**config.mk**
```make
export PLATFORM = sky130hd
export DESIGN_NAME = bounded_deque_engine
export DESIGN_NICKNAME = d
export VERILOG_FILES = /design/src/sv/bde_pkg.sv /design/src/sv/bounded_deque_engine.sv
export VERILOG_INCLUDE_DIRS = /design/src /design/src/sv
export SDC_FILE = /design/constraint.sdc
export NUM_CORES = 2
export LEC_CHECK = 0
export BUFFER_PORTS_ARGS = -buffer_cell sky130_fd_sc_hd__buf_2
export CAP_MARGIN = 20
export CORE_MARGIN = 8
export CORE_UTILIZATION = 40
export DETAILED_ROUTE_END_ITERATION = 10
export MAX_ROUTING_LAYER = met4
export PLACE_DENSITY_LB_ADDON = 0.1
export SLEW_MARGIN = 20
export SYNTH_ARGS = -nofsm -noshare
export SYNTH_HDL_FRONTEND = slang
export SYNTH_SLANG_ARGS = --single-unit
```
**constraint.sdc**
```tcl
create_clock -name clk -period 4.2 [get_ports clk]
set_input_delay 0.84 -clock clk [delete_from_list [all_inputs] [get_ports clk]]
set_output_delay 0.84 -clock clk [all_outputs]
set_load 0.05 [all_outputs]
```
**src/sv/assert_macros.svh**
```systemverilog
// ----------------------------------------------------------------------------
// assert_macros.svh
// Clocked assertion shorthands used by the RTL. Each expects clk and rst_n
// in scope.
// ----------------------------------------------------------------------------
`ifndef ASSERT_MACROS_SVH
`define ASSERT_MACROS_SVH

// Checks that cons holds in the same cycle whenever ante holds.
`define ASSERT_IMPLY(label, ante, cons, msg) \
    label: assert property (@(posedge clk) disable iff (!rst_n) (ante) |-> (cons)) \
        else $error(msg);

// Checks that cons holds in the cycle after ante holds.
`define ASSERT_NEXT(label, ante, cons, msg) \
    label: assert property (@(posedge clk) disable iff (!rst_n) (ante) |=> (cons)) \
        else $error(msg);

`endif

```
**src/sv/bde_pkg.sv**
```systemverilog
// ----------------------------------------------------------------------------
// bde_pkg
// Sizes, operation and status codes, and ring arithmetic for the deque.
// ----------------------------------------------------------------------------
`default_nettype none

package bde_pkg;

    localparam int DEPTH  = 64;
    localparam int DATA_W = 32;
    localparam int IDX_W  = (DEPTH > 1) ? $clog2(DEPTH) : 1;
    localparam int CNT_W  = $clog2(DEPTH + 1);
    localparam int SUM_W  = IDX_W + 1;
    localparam int OCC_W  = 7;
    localparam int OP_W   = 3;
    localparam int STAT_W = 2;

    typedef enum logic [OP_W-1:0] {
        OP_PUSH_FRONT = 3'd0,
        OP_PUSH_BACK  = 3'd1,
        OP_POP_FRONT  = 3'd2,
        OP_POP_BACK   = 3'd3,
        OP_PEEK_FRONT = 3'd4,
        OP_PEEK_BACK  = 3'd5,
        OP_ZERO_BACK  = 3'd6,
        OP_SEARCH     = 3'd7
    } op_t;

    typedef enum logic [STAT_W-1:0] {
        STAT_OK    = 2'd0,
        STAT_EMPTY = 2'd1,
        STAT_FULL  = 2'd2
    } status_t;

    // Ring position of the entry that lies off places behind the front.
    // Both terms are below DEPTH, so one conditional subtract wraps the sum.
    function automatic logic [IDX_W-1:0] ring_add(input logic [IDX_W-1:0] front,
                                                  input logic [CNT_W-1:0] off);
        logic [SUM_W-1:0] sum;
        sum = SUM_W'(front) + SUM_W'(off);
        if (sum >= SUM_W'(DEPTH))
        begin
            sum = sum - SUM_W'(DEPTH);
        end
        return IDX_W'(sum);
    endfunction

    // Position one step towards the front, wrapping below zero.
    function automatic logic [IDX_W-1:0] ring_dec(input logic [IDX_W-1:0] front);
        logic [IDX_W-1:0] pos;
        if (front == '0)
        begin
            pos = IDX_W'(DEPTH - 1);
        end
        else
        begin
            pos = front - 1'b1;
        end
        return pos;
    endfunction

endpackage

`default_nettype wire

```
**src/sv/bounded_deque_engine.sv**
```systemverilog
// ----------------------------------------------------------------------------
// bounded_deque_engine
// Bounded double-ended queue of 32-bit words held in a ring-buffer memory.
// ----------------------------------------------------------------------------
// Usage:
// A request word (req_type, value) is taken when req_valid is high and
// req_stall is low. Each request gives exactly one response word (data_out,
// found, status, occupancy) on the rsp channel, taken when rsp_valid is high
// and rsp_stall is low. Responses leave in request order.
// Push, zero back and every refused or empty request finish at acceptance:
// the response is loaded into the output register if it is free, and the
// next request can then be taken straight away. Pop and peek pass through
// ST_READ, as the entry memory gives registered read data. Search reads one
// entry per cycle through the single read port and ends at the first match
// (soonest for a match at the front) or after the last live entry.
// A finished response sits in the output register while the next request is
// accepted; a further finished response waits in a holding stage, and the
// request side stalls until the output register is free.
// Reset empties the deque and the output register; no clearing pass is run.
// ----------------------------------------------------------------------------
`default_nettype none

`include "assert_macros.svh"

module bounded_deque_engine
(
    input  logic                clk,
    input  logic                rst_n,
    input  logic                req_valid,
    output logic                req_stall,
    input  logic [2:0]          req_type,
    input  logic signed [31:0]  value,
    output logic                rsp_valid,
    input  logic                rsp_stall,
    output logic signed [31:0]  data_out,
    output logic                found,
    output logic [1:0]          status,
    output logic [6:0]          occupancy
);

    localparam int DEPTH  = bde_pkg::DEPTH;
    localparam int DATA_W = bde_pkg::DATA_W;
    localparam int IDX_W  = bde_pkg::IDX_W;
    localparam int CNT_W  = bde_pkg::CNT_W;
    localparam int OCC_W  = bde_pkg::OCC_W;
    localparam int STAT_W = bde_pkg::STAT_W;

    typedef enum logic [3:0] {
        ST_IDLE   = 4'b0001,
        ST_READ   = 4'b0010,
        ST_SEARCH = 4'b0100,
        ST_FINISH = 4'b1000
    } state_t;

    state_t              state_reg, state_next;
    logic [IDX_W-1:0]    front_reg, front_next;
    logic [CNT_W-1:0]    count_reg, count_next;
    logic [CNT_W-1:0]    srch_off_reg, srch_off_next;
    logic [DATA_W-1:0]   val_reg, val_next;

    // Holding stage for a response that is complete or being completed.
    logic [DATA_W-1:0]   res_data_reg, res_data_next;
    logic                res_found_reg, res_found_next;
    logic [STAT_W-1:0]   res_status_reg, res_status_next;
    logic [CNT_W-1:0]    res_count_reg, res_count_next;

    logic                out_valid_reg, out_valid_next;
    logic [DATA_W-1:0]   out_data_reg, out_data_next;
    logic                out_found_reg, out_found_next;
    logic [STAT_W-1:0]   out_status_reg, out_status_next;
    logic [CNT_W-1:0]    out_count_reg, out_count_next;

    logic [DATA_W-1:0]   mem [DEPTH];
    logic [DATA_W-1:0]   rd_data_reg;
    logic                mem_we, mem_re;
    logic [IDX_W-1:0]    mem_waddr, mem_raddr;
    logic [DATA_W-1:0]   mem_wdata;

    logic                accept;
    logic                out_free;
    logic                done;
    logic [IDX_W-1:0]    back_pos;
    bde_pkg::op_t        op;

    assign accept    = req_valid && !req_stall;
    assign req_stall = (state_reg != ST_IDLE);
    assign out_free  = !out_valid_reg || !rsp_stall;
    assign op        = bde_pkg::op_t'(req_type);
    assign back_pos  = bde_pkg::ring_add(front_reg, CNT_W'(count_reg - 1'b1));

    always_comb
    begin
        state_next      = state_reg;
        front_next      = front_reg;
        count_next      = count_reg;
        srch_off_next   = srch_off_reg;
        val_next        = val_reg;
        res_data_next   = res_data_reg;
        res_found_next  = res_found_reg;
        res_status_next = res_status_reg;
        res_count_next  = res_count_reg;
        mem_we          = 1'b0;
        mem_re          = 1'b0;
        mem_waddr       = front_reg;
        mem_raddr       = front_reg;
        mem_wdata       = value;
        done            = 1'b0;

        case (state_reg)
            ST_IDLE:
            begin
                if (accept)
                begin
                    res_data_next   = '0;
                    res_found_next  = 1'b0;
                    res_status_next = bde_pkg::STAT_OK;
                    res_count_next  = count_reg;
                    if (op == bde_pkg::OP_PUSH_FRONT || op == bde_pkg::OP_PUSH_BACK)
                    begin
                        done = 1'b1;
                        if (count_reg >= CNT_W'(DEPTH))
                        begin
                            res_status_next = bde_pkg::STAT_FULL;
                        end
                        else
                        begin
                            mem_we         = 1'b1;
                            count_next     = CNT_W'(count_reg + 1'b1);
                            res_count_next = count_next;
                            if (op == bde_pkg::OP_PUSH_FRONT)
                            begin
                                front_next = bde_pkg::ring_dec(front_reg);
                                mem_waddr  = front_next;
                            end
                            else
                            begin
                                mem_waddr = bde_pkg::ring_add(front_reg, count_reg);
                            end
                        end
                    end
                    else if (count_reg == '0)
                    begin
                        res_status_next = bde_pkg::STAT_EMPTY;
                        done            = 1'b1;
                    end
                    else
                    begin
                        case (op)
                            bde_pkg::OP_POP_FRONT:
                            begin
                                mem_re         = 1'b1;
                                mem_raddr      = front_reg;
                                front_next     = bde_pkg::ring_add(front_reg, CNT_W'(1));
                                count_next     = CNT_W'(count_reg - 1'b1);
                                res_count_next = count_next;
                                state_next     = ST_READ;
                            end
                            bde_pkg::OP_POP_BACK:
                            begin
                                mem_re         = 1'b1;
                                mem_raddr      = back_pos;
                                count_next     = CNT_W'(count_reg - 1'b1);
                                res_count_next = count_next;
                                state_next     = ST_READ;
                            end
                            bde_pkg::OP_PEEK_FRONT:
                            begin
                                mem_re     = 1'b1;
                                mem_raddr  = front_reg;
                                state_next = ST_READ;
                            end
                            bde_pkg::OP_PEEK_BACK:
                            begin
                                mem_re     = 1'b1;
                                mem_raddr  = back_pos;
                                state_next = ST_READ;
                            end
                            bde_pkg::OP_ZERO_BACK:
                            begin
                                mem_we    = 1'b1;
                                mem_waddr = back_pos;
                                mem_wdata = '0;
                                done      = 1'b1;
                            end
                            bde_pkg::OP_SEARCH:
                            begin
                                mem_re        = 1'b1;
                                mem_raddr     = front_reg;
                                srch_off_next = CNT_W'(1);
                                val_next      = value;
                                state_next    = ST_SEARCH;
                            end
                            default:
                            begin
                                done = 1'b1;
                            end
                        endcase
                    end
                end
            end
            ST_READ:
            begin
                res_data_next = rd_data_reg;
                done          = 1'b1;
            end
            ST_SEARCH:
            begin
                // rd_data_reg holds the entry at offset srch_off_reg - 1.
                if (rd_data_reg == val_reg)
                begin
                    res_found_next = 1'b1;
                    done           = 1'b1;
                end
                else if (srch_off_reg == count_reg)
                begin
                    done = 1'b1;
                end
                else
                begin
                    mem_re        = 1'b1;
                    mem_raddr     = bde_pkg::ring_add(front_reg, srch_off_reg);
                    srch_off_next = CNT_W'(srch_off_reg + 1'b1);
                end
            end
            ST_FINISH:
            begin
                done = 1'b1;
            end
            default:
            begin
                state_next = ST_IDLE;
            end
        endcase

        out_valid_next  = out_valid_reg && rsp_stall;
        out_data_next   = out_data_reg;
        out_found_next  = out_found_reg;
        out_status_next = out_status_reg;
        out_count_next  = out_count_reg;
        if (done)
        begin
            if (out_free)
            begin
                out_valid_next  = 1'b1;
                out_data_next   = res_data_next;
                out_found_next  = res_found_next;
                out_status_next = res_status_next;
                out_count_next  = res_count_next;
                state_next      = ST_IDLE;
            end
            else
            begin
                state_next = ST_FINISH;
            end
        end
    end

    always_ff @(posedge clk or negedge rst_n)
    begin
        if (!rst_n)
        begin
            state_reg     <= ST_IDLE;
            front_reg     <= '0;
            count_reg     <= '0;
            out_valid_reg <= 1'b0;
        end
        else
        begin
            state_reg     <= state_next;
            front_reg     <= front_next;
            count_reg     <= count_next;
            out_valid_reg <= out_valid_next;
        end
    end

    always_ff @(posedge clk)
    begin
        srch_off_reg   <= srch_off_next;
        val_reg        <= val_next;
        res_data_reg   <= res_data_next;
        res_found_reg  <= res_found_next;
        res_status_reg <= res_status_next;
        res_count_reg  <= res_count_next;
        out_data_reg   <= out_data_next;
        out_found_reg  <= out_found_next;
        out_status_reg <= out_status_next;
        out_count_reg  <= out_count_next;
    end

    // Entry memory: one write port, one read port with registered data.
    always_ff @(posedge clk)
    begin
        if (mem_we)
        begin
            mem[mem_waddr] <= mem_wdata;
        end
        if (mem_re)
        begin
            rd_data_reg <= mem[mem_raddr];
        end
    end

    assign rsp_valid = out_valid_reg;
    assign data_out  = out_data_reg;
    assign found     = out_found_reg;
    assign status    = out_status_reg;
    assign occupancy = OCC_W'(out_count_reg);

    `ASSERT_IMPLY(a_count_bound, 1'b1, count_reg <= CNT_W'(DEPTH), "entry count beyond depth")
    `ASSERT_IMPLY(a_search_span, state_reg == ST_SEARCH,
        count_reg != '0 && srch_off_reg != '0 && srch_off_reg <= count_reg,
        "search walk outside the live entries")
    `ASSERT_IMPLY(a_refused_zero, out_valid_reg && out_status_reg != bde_pkg::STAT_OK,
        out_data_reg == '0 && !out_found_reg, "refused request carries data")
    `ASSERT_NEXT(a_pop_count,
        accept && count_reg != '0 && (op == bde_pkg::OP_POP_FRONT || op == bde_pkg::OP_POP_BACK),
        count_reg == CNT_W'($past(count_reg) - 1'b1), "pop did not reduce the count")

endmodule

`default_nettype wire

```
* After elaboration in Yosys (flattened, before gate mapping)
Memories as Yosys holds them, arrays and structs flattened. A register that Yosys moved wholly into a read port is not among the register bits. Cells that the tools add are included.
Word-level totals: memories 1, input bits 39, output and inout bits 44, register bits after elaboration 141, logic and storage cells 169, bits in writable memories 2048
Operators by class: reductions and logical operators 24, order comparisons 5, bitwise operators 2, add/sub/neg operators 12, multiplexer cells 83, eq/ne operators 28
Memories:
- mem | depth 64, width 32, read ports 1, clocked after Yosys merged registers in 1, wr ports 1, line bounded_deque_engine.sv:73 | logic [DATA_W-1:0] mem [DEPTH];
Operator list (number):
- $mux W32 | 6
- $mux W6 | 23
- $mux W7 | 12
- $pmux W32 S2 | 1
- $ge A7 B7 Y1 const B | 5
- $eq A32 B32 Y1 | 1
- $sub A6 B1 Y6 const B | 5
- $mux W1 | 25
- $add A6 B7 Y7 | 3
- $mux W4 | 5
- $ne A2 B2 Y1 const B | 8
- $pmux W4 S2 | 2
- $add A7 B1 Y7 const B | 2
- $pmux W7 S2 | 1
- $eq A3 B3 Y1 const B | 4
- $pmux W6 S2 | 1
- $reduce_and A5 Y1 | 2
- $ne A3 B3 Y1 const B | 3
- $mux W2 | 4
- $add A6 B1 Y7 const B | 1
- $eq A7 B7 Y1 | 1
- $logic_not A7 Y1 | 1
- $reduce_and A7 Y1 | 1
- $sub A7 B1 Y7 const B | 1
- 24 further kinds | 36

* Depth between registers and ports, before layout
word-level depth 9, depth in mapped cells 19, depth with buffers taken out 14

* Least setup slack after synthesis
OpenSTA, ideal clock, no wires.
path kind reg2reg, start point register count_reg[1], end point memory mem[35][0], enable pin, path buffers 1, data arrival time 4.198 ns, required time 3.779 ns, path slack -0.419 ns, cell stages (with the launch flop) 15, period minus slack after synthesis 4.619 ns, cell sequence dfrtp_1 > clkbuf_1 > inv_1 > ha_1 > xor2_1 > ha_1 > nor2b_1 > o21a_1 > or3_1 > a21oi_1 > o22ai_1 > a22oi_1 > and2_1 > nand2_1 > nor2_1
Between the ends: word-level cells in the longest chain between the ends 9, elaborated cells on any way between the ends 25
Ends and longest elaborated chain:
- start: declaration | line bounded_deque_engine.sv:57 | logic [CNT_W-1:0] count_reg, count_next;
- start signal: assignment | line bounded_deque_engine.sv:271 | count_reg <= count_next;
- $sub A7 B1 Y7 | line bounded_deque_engine.sv:89 | assign back_pos = bde_pkg::ring_add(front_reg, CNT_W'(count_reg - 1'b1));
- $add A6 B7 Y7 | line bde_pkg.sv:40 | sum = SUM_W'(front) + SUM_W'(off);
- $sub A6 B1 Y6 or $ge A7 B7 Y1 (tied branches) | line bde_pkg.sv:43, bde_pkg.sv:41
- $mux W6 | line bde_pkg.sv:41 | if (sum >= SUM_W'(DEPTH))
- $mux W6 | line bounded_deque_engine.sv:148 | case (op)
- $mux W6 | line bounded_deque_engine.sv:141 | else if (count_reg == '0)
- $mux W6 | line bounded_deque_engine.sv:118 | if (op == bde_pkg::OP_PUSH_FRONT || op == bde_pkg::OP_PUSH_BACK)
- $mux W6 | line bounded_deque_engine.sv:112 | if (accept)
- $mux W6 | line bounded_deque_engine.sv:109 | case (state_reg)
- end: declaration | line bounded_deque_engine.sv:73
Parallel ways exist; a longest one is shown, timed or not.

* Worst setup path after layout
start point register rd_data_reg[1] (read register of mem), end point register rd_data_reg[13] (read register of mem) (data pin)
Between the ends: word-level cells in the longest chain between the ends 3, elaborated cells on any way between the ends 5
Ends and longest elaborated chain:
- start: declaration | line bounded_deque_engine.sv:74 | logic [DATA_W-1:0] rd_data_reg;
- $eq A32 B32 Y1 (*) | line bounded_deque_engine.sv:209 | if (rd_data_reg == val_reg)
- $mux W6 or $mux W1 (tied branches) | line bounded_deque_engine.sv:209
- $pmux W6 S2 or $pmux W1 S2 (tied branches) | line bounded_deque_engine.sv:109
Mark *: on every way between the ends. The rest lies on a longest branch, timed or not. A chain may end at the register's enable or synchronous reset.

==> results.json <==
{
  "status": "finished with violations",
  "violations": "negative setup slack",
  "numPortBuffers": 82,
  "ys_warn_count": 0,
  "initial_utilization": 0.4008,
  "hold_path.class": "input port to flip-flop",
  "drive_gt1_frac": 0.2286,
  "fin_ws_ns": -0.1710,
  "h-tree-depth": 4,
  "syn_area_mm2": 0.08969,
  "die_w_um": 489.5,
  "drt_first_iter_violations": 6949,
  "netSwitchingPower_uw": 32490,
  "ant_nets": 0,
  "rsz0062_at_grt": "yes",
  "synth_edf_count": 2161,
  "fp.dieH_um": 489.5,
  "p_sw_frac": 0.3873,
  "grt_pass1_wl_um": 428800,
  "power_leakage_uw": 0.03808,
  "seq_area_frac_synth": 0.7379,
  "cp_common_cell": "buf_4",
  "vias": 59210,
  "tightest_slew_ns": 1.121,
  "grt_pass1_vias": 55900,
  "clk_pin_slew_ns": 0.06,
  "syn_inst": 6327,
  "crit_buf_inv": 7,
  "cp_cell_sequence": "xor2_1, nor4_1, nand4_1, buf_4, o211ai_1, buf_4, o211a_4, buf_12, buf_6, buf_4, mux2i_1, mux2_2, a21oi_1, nand4_1, buf_6, o31ai_2, buf_4",
  "slowest_delay_ns": 0.57,
  "place_area_mm2": 0.1002,
  "hp-start": "value[27]",
  "hpwl_um": 189100,
  "grt_max_degree": 96,
  "endpoint_kind": "flip-flop",
  "internal_power_uw": 51400,
  "crit_fanout": 18,
  "tritoncts": "done",
  "report.final.setup_viol": 19,
  "share_comb_of_total_power": 0.453,
  "power_density_mw_per_mm2": 757.9,
  "core_mm2": 0.2238,
  "dp.cells": 9669,
  "tns_ns": -1.141,
  "seqPwrFrac": 0.309,
  "synth_area_leaders": "edfxtp_1 (72%), nand2_1 (4.8%), mux2i_1 (1.8%)",
  "rows": 174,
  "viasPerCell": 5.813,
  "wl_per_cell_um": 30.09,
  "finalHoldViolCount": 0,
  "synth_nets": 6390,
  "r2r_start": "rd_data_reg[1]$_DFFE_PP_",
  "drv_slew": 0,
  "io_pins": 83,
  "final_nets": 7054,
  "synth_top_area_share": 0.7235,
  "totalWireLength_um": 306500,
  "fin_crit_ns": 4.371,
  "max_freq_mhz": 228.8,
  "crit_family": "buffers and inverters",
  "clockPowerShare": 0.237,
  "top_register": "mem",
  "drc": 0,
  "synthArstFlopShare": 0.008104,
  "fin_area_mm2": 0.1107,
  "startpoint": "rd_data_reg[1]$_DFFE_PP_",
  "area_delta_synth_final_pct": 23.40,
  "dieArea_mm2": 0.2396,
  "startpoint_type": "flip-flop",
  "clock_latency_ns": 0.88,
  "gp_congestion": 0.9015,
  "synth_flop_cell": "edfxtp_1",
  "antenna_found_initial": 18,
  "drv_cap": 0,
  "first_pass_iters": 5,
  "ys_seq_elements": 2221,
  "synth_area_per_cell_um2": 14.18,
  "skew_ns": 0.02246,
  "critPathArrivalTime_ns": 5.09,
  "cts_buffers": 228,
  "largest_register_ffs": 2048,
  "ys_types": 84,
  "root_buffer": "clkbuf_16",
  "track_usage": 0.2546,
  "clkSinkCount": 2221,
  "crit_required_ns": 4.92,
  "slew_headroom": 0.2524,
  "ir_drop_uv": 528.1,
  "ctsLongestPathBuffers": 3,
  "slowest_stage": "edfxtp_1",
  "crit_type": "flip-flop to flip-flop",
  "stdcell_count": 10190,
  "period_share": 1.041,
  "grt_overflow": 0,
  "synth_top_area_cell": "edfxtp_1"
}
layer usage:
metal	vias up	GRT usage	part of all wire
li1	25780	-	-
met1	30580	0.3734	0.45
met2	2463	0.3749	0.44
met3	394	0.04055	0.080
met4	0	0.05941	0.025
met5	-	-	0
what timing repair did:
item,CTS,global route
gates cloned,8,13
hold buffers,1,0
gates resized for setup,236,185
pin swaps,42,38
hold endpoints to repair,17,0
setup buffers,36,32
endpoints found under the setup margin,32,143
logic make-up after synthesis:
family / Yosys count / share of synthesized area
AOI/OAI and AO/OA: 1231 / 0.09864
and+or+nand+nor: 1981 / 0.09868
buffers and inverters: 574 / 0.02819
xor gates and xnor gates: 68 / 0.006640
DFF: 2221 / 0.7379
adders and majority gates: 24 / 0.003599
muxes: 228 / 0.02636
placed cells by master, fill, tap and decap left out, types with 54 or more instances in the layout:
cell       Yosys  final
a211oi_1      72     63
a21oi_1      292    280
a22oi_1      131    124
a31oi_1       58     54
and3_1       168    167
buf_12         0    171
buf_2        140     82
buf_4         28    531
clkbuf_16      0    247
edfxtp_1    2161   2161
inv_1        120    118
mux2_2        66     66
mux2i_1      162    159
nand2_1     1154   1146
nand3_1      269    260
nand4_1       64     64
nor2_1       134     56
nor2_4         0     69
o2111ai_1    137    130
o211ai_1     126    126
layout make-up:
class,count,area (um2)
multi-input cells,3533,23280
repair buffers,887,9696
clock inverters,133,1126
fillers,19200,113100
inverters,120,450.4
flip-flops and latches,2221,66180
diodes,12,30.03
clock buffers,289,6172
well taps,2992,3744
synthesized netlist by cell type, types with 31 or more instances:
| cell type | n |
|---|---|
| and3_1 | 168 |
| o2111ai_1 | 137 |
| mux2i_1 | 162 |
| nor3_1 | 36 |
| buf_1 | 31 |
| a221oi_1 | 48 |
| dfxtp_1 | 42 |
| a31oi_1 | 58 |
| and2_1 | 68 |
| nand3_1 | 269 |
| inv_1 | 120 |
| nand2_1 | 1154 |
| buf_2 | 140 |
| nor4_1 | 31 |
| mux2_2 | 66 |
| a2111oi_0 | 82 |
| edfxtp_1 | 2161 |
| nor2_1 | 134 |
| o211ai_1 | 126 |
| a211oi_1 | 72 |
| clkbuf_1 | 243 |
| a21oi_1 | 292 |
| xor2_1 | 52 |
| o22ai_1 | 41 |
| o21ai_0 | 53 |
| nand4_1 | 64 |
| a22oi_1 | 131 |
through the flow:
| step | hold WS (ns) | utilization | total power, uW | setup slack (ns) |
|---|---|---|---|---|
| after floorplan | 0.4184 | - | 42290 | -0.4195 |
| after global placement | 0.4457 | 0.4475 | 59530 | -1.519 |
| after detailed placement | 0.4510 | 0.4477 | 59690 | -1.111 |
| after CTS | 0.08739 | 0.4878 | 82040 | -0.1063 |
| after global routing | 0.1225 | 0.4945 | 86780 | -0.2008 |
| final | 0.1594 | 0.4946 | 83880 | -0.1710 |
final timing paths:
path | cells past startpoint | slack (ns) | to
hold reg to reg | 2 | 0.46 | res_data_reg[30]$_DFF_P_
setup reg to reg | 17 | -0.17 | rd_data_reg[13]$_DFFE_PP_
max in group asynchronous | 2 | 3.36 | front_reg[0]$_DFFE_PN0P_
min in group asynchronous | 2 | 0.48 | rsp_valid$_DFF_PN0_
hold / removal | 1 | 0.16 | val_reg[27]$_DFFE_PP_
setup / recovery | 17 | -0.17 | rd_data_reg[13]$_DFFE_PP_
power by group through the flow:
| stage | clock network [uW] | logic, uW | registers, uW |
|---|---|---|---|
| 2_1_floorplan | 0 | 15700 | 26600 |
| 3_3_place_gp | 0 | 33100 | 26400 |
| 3_5_place_dp | 0 | 33300 | 26400 |
| 4_1_cts | 20200 | 35900 | 25900 |
| 5_1_grt | 21000 | 39700 | 26000 |
| 6_report | 19900 | 38000 | 26000 |
Power figures use the tool's default switching activity.
